## config.mk

```make
export PLATFORM = sky130hd
export DESIGN_NAME = pip_ram
export DESIGN_NICKNAME = d
export VERILOG_FILES = /design/src/rtl/pip_ram.sv
export SDC_FILE = /design/constraint.sdc
export NUM_CORES = 2
export LEC_CHECK = 0
export BUFFER_PORTS_ARGS = -buffer_cell sky130_fd_sc_hd__buf_2
export CAP_MARGIN = 20
export CORE_MARGIN = 2
export CORE_UTILIZATION = 40
export DETAILED_ROUTE_END_ITERATION = 8
export PLACE_DENSITY = 0.59
export SLEW_MARGIN = 5
export SYNTH_ARGS = -nofsm -noshare
export SYNTH_HDL_FRONTEND = slang
export SYNTH_SLANG_ARGS = --single-unit
export TNS_END_PERCENT = 10
```

## constraint.sdc

```tcl
create_clock -name clk -period 6.36 [get_ports clk]
set_clock_uncertainty 0.05 [all_clocks]
set_input_delay 0.954 -clock clk [delete_from_list [all_inputs] [get_ports clk]]
set_output_delay 0.954 -clock clk [all_outputs]
set_load 0.01 [all_outputs]
```

## src/rtl/pip_ram.sv

```systemverilog
module pip_ram #(
    parameter int WIDTH = 32,
    parameter int DEPTH = 64
) (
    input  logic                                   clk,
    input  logic                                   we,
    input  logic [(DEPTH > 1 ? $clog2(DEPTH) : 1)-1:0] waddr,
    input  logic [WIDTH-1:0]                       wdata,
    input  logic                                   re,
    input  logic [(DEPTH > 1 ? $clog2(DEPTH) : 1)-1:0] raddr,
    output logic [WIDTH-1:0]                       rdata
);

    logic [WIDTH-1:0] mem [DEPTH];

    always_ff @(posedge clk)
    begin
        if (we)
        begin
            mem[waddr] <= wdata;
        end
        if (re)
        begin
            rdata <= mem[raddr];
        end
    end

endmodule

```

==> results.yml <==
run_status:
  status: "finished clean"
drt:
  vias: 37200
  route.detailed.drc: 0
  drtPass1Iterations: 5
  wirelength_mm: 210
  drt_iter0_markers: 4876
  viasPerCell: 5.86
  wl_per_cell_um: 33.1
  ant_nets: 0
critical_path:
  cp.arrival_ns: 4.63
  cp-end-kind: "flop"
  crit_type: "input port to flop"
  start_kind: "input port"
  r2r_slack_ns: 3.70
  cp_max_fo: 66
  required_ns: 6.88
pwr:
  power.density_mw_per_mm2: 317
  p_leak_nw: 27.6
  ir_drop_v: 0.000286
clock_network:
  cts_resized: 0
  insertion_delay_ns: 0.86
  root_buffer: "clkbuf_16"
  cts_tree: "yes"
  numCtsBuffers: 204
  cts.sinks: 2080
  clk_pin_slew_worst_paths_ns: 0.06
  clk_path_buf_depth: 3
  ctsHoldBuffers: 0
  htreeDepth: 4
  postCtsSetupBuffers: 0
die:
  dieArea_mm2: 0.201
  die_y_um: 448
  std_cell_rows: 162
  die_w_um: 448
  io_pins: 79
  coreArea_mm2: 0.195
  start_util_pct: 40.3
sta:
  setup_viol: 0
  period_minus_slack_ns: 4.11
  slew_viol_final: 0
  relSlewSlack_pct: 27.8
  hold_ws_ns: 0.553
  grt_setup_unrepaired: "no"
  max_freq_mhz: 243
  setup_tns_ns: 0
  hold_viol: 0
  max_slew.worst_pin.slew_ns: 1.08
  timing.final.crit_share_pct: 64.7
synth:
  synth_top_cell_by_area: "edfxtp_1"
  syn-num-nets: 3371
  yosysMostFrequentCell: "edfxtp_1"
  synth_ff_type: "edfxtp_1"
  yosys-top-cells-area: "edfxtp_1 79%, mux4_2 16%, mux2i_1 1.2%"
  syn_inst: 3324
  async_reset_ff_share_pct: 0
  ys_ff_latch: 2080
  synth_area_mm2: 0.0788
  synth_edf_count: 2080
  syn_avg_cell_area_um2: 23.7
  yosysWarnings: 0
  synth_top_area_share_pct: 79.2
  synth_common_cells: "2080 x edfxtp_1, 544 x mux4_2, 137 x nor2_1, 93 x mux2i_1, 84 x o22ai_1"
  synth.distinct_cells: 33
  synth-seq-area-share_pct: 79.2
global_routing:
  antenna_found_initial: 17
  grt_usage_pct: 21.0
  grt_remaining_overflow: 0
  grt_pass1_wl_mm: 294
  grt_pass1_vias: 37200
  grt_max_degree: 108
run:
  maxCapViolations: 0
finish:
  area_growth_pct: 13.9
  nets: 3617
  drive_above_1_share_pct: 29.7
hold_path:
  hold_path.class: "input port to flop"
placed_design:
  io_buffers: 78
  place.gp.congestion: 0.779
  dp_hpwl_mm: 115
worst paths after layout:
kind / start / end / depth (start not counted)
hold / removal: wdata[4] / mem[14][4]$_DFFE_PP_ / 1
setup reg to reg: mem[12][15]$_DFFE_PP_ / rdata[15]$_DFFE_PP_ / 4
hold reg to reg: mem[28][4]$_DFFE_PP_ / rdata[4]$_DFFE_PP_ / 4
setup / recovery: raddr[1] / rdata[29]$_DFFE_PP_ / 7
logic make-up (layout without fill, tap and decap cells):
logic type,Yosys count,count (layout),share of synthesized area (%)
AOI/OAI and AO/OA,202,202,1.67
buffers and inverters,182,585,1.12
DFF,2080,2080,79.2
muxes,637,637,16.7
other,0,8,0
and+or+nand+nor,223,223,1.26
layout by cell type (no fill, tap or decap), types with 3 or more instances in the layout:
cell	Yosys	routed
clkinv_1	0	39
a21oi_1	62	62
diode_2	0	8
clkbuf_16	0	208
buf_2	57	74
mux4_2	544	544
nor2b_1	15	15
nand2_1	26	26
a311oi_1	8	8
and3_1	4	4
buf_8	0	3
o32ai_1	4	4
inv_6	0	7
o22ai_1	84	84
nor2_4	0	62
nor3_1	7	5
nand3_1	5	5
clkinv_2	0	23
nor2_1	137	75
or3b_2	3	3
a22oi_1	12	12
edfxtp_1	2080	2080
bufinv_16	0	17
clkbuf_1	74	54
o221ai_1	27	27
a41o_1	4	4
nand2b_1	8	6
nand3b_1	5	5
or3_1	3	3
clkinvlp_4	0	7
mux2i_1	93	93
buf_4	25	133
buf_12	0	11
flip-flops by register name, summed over array words and instances, names as in the netlist:
name	cells
rdata	32
mem	2048
critical path: stages:
cell and delay, ns:
buf_8 0.43, buf_4 0.55, buf_4 0.63, mux4_2 0.42, mux4_2 0.60, o22ai_1 0.70, nor2_1 0.10
layout make-up:
class	count	area, um^2
Multi-Input combinational cell	1062	16000
Timing Repair Buffer	222	1650
Antenna cell	8	20.0
Clock inverter	101	1030
Sequential cell	2080	62500
Fill cell	16100	106000
Tap cell	2624	3280
Clock buffer	262	5410
per-layer routing:
metal | wire, um | vias to the layer above | GRT usage (%) | share of wire [%]
met5 | 46 | - | 0 | 0.022
met4 | 4740 | 8 | 5.27 | 2.3
met3 | 16800 | 264 | 3.91 | 8.0
met2 | 102000 | 1629 | 33.7 | 48
met1 | 86900 | 20600 | 29.9 | 41
li1 | - | 14800 | - | -
report_power, final:
part,switching (mW),leakage [nW],internal (mW),total [mW]
Sequential,0.0601,18.7,15.2,15.3
Clock,5.09,3.11,6.68,11.8
Combinational,0.947,5.77,0.503,1.45
stage by stage:
stage	cells	util (%)	power [mW]	instance area (um^2)	worst slack, ns
6_report	6359	46.0	28.5	89800	2.25
5_1_grt	6356	46.0	29.3	89800	2.16
4_1_cts	6348	45.9	28.7	89700	2.18
3_5_place_dp	5985	42.6	17.0	83300	1.26
3_3_place_gp	5984	42.6	17.0	83300	1.27
2_1_floorplan	3324	-	16.3	78800	2.20
No activity file was read; power rests on OpenSTA's default activity.
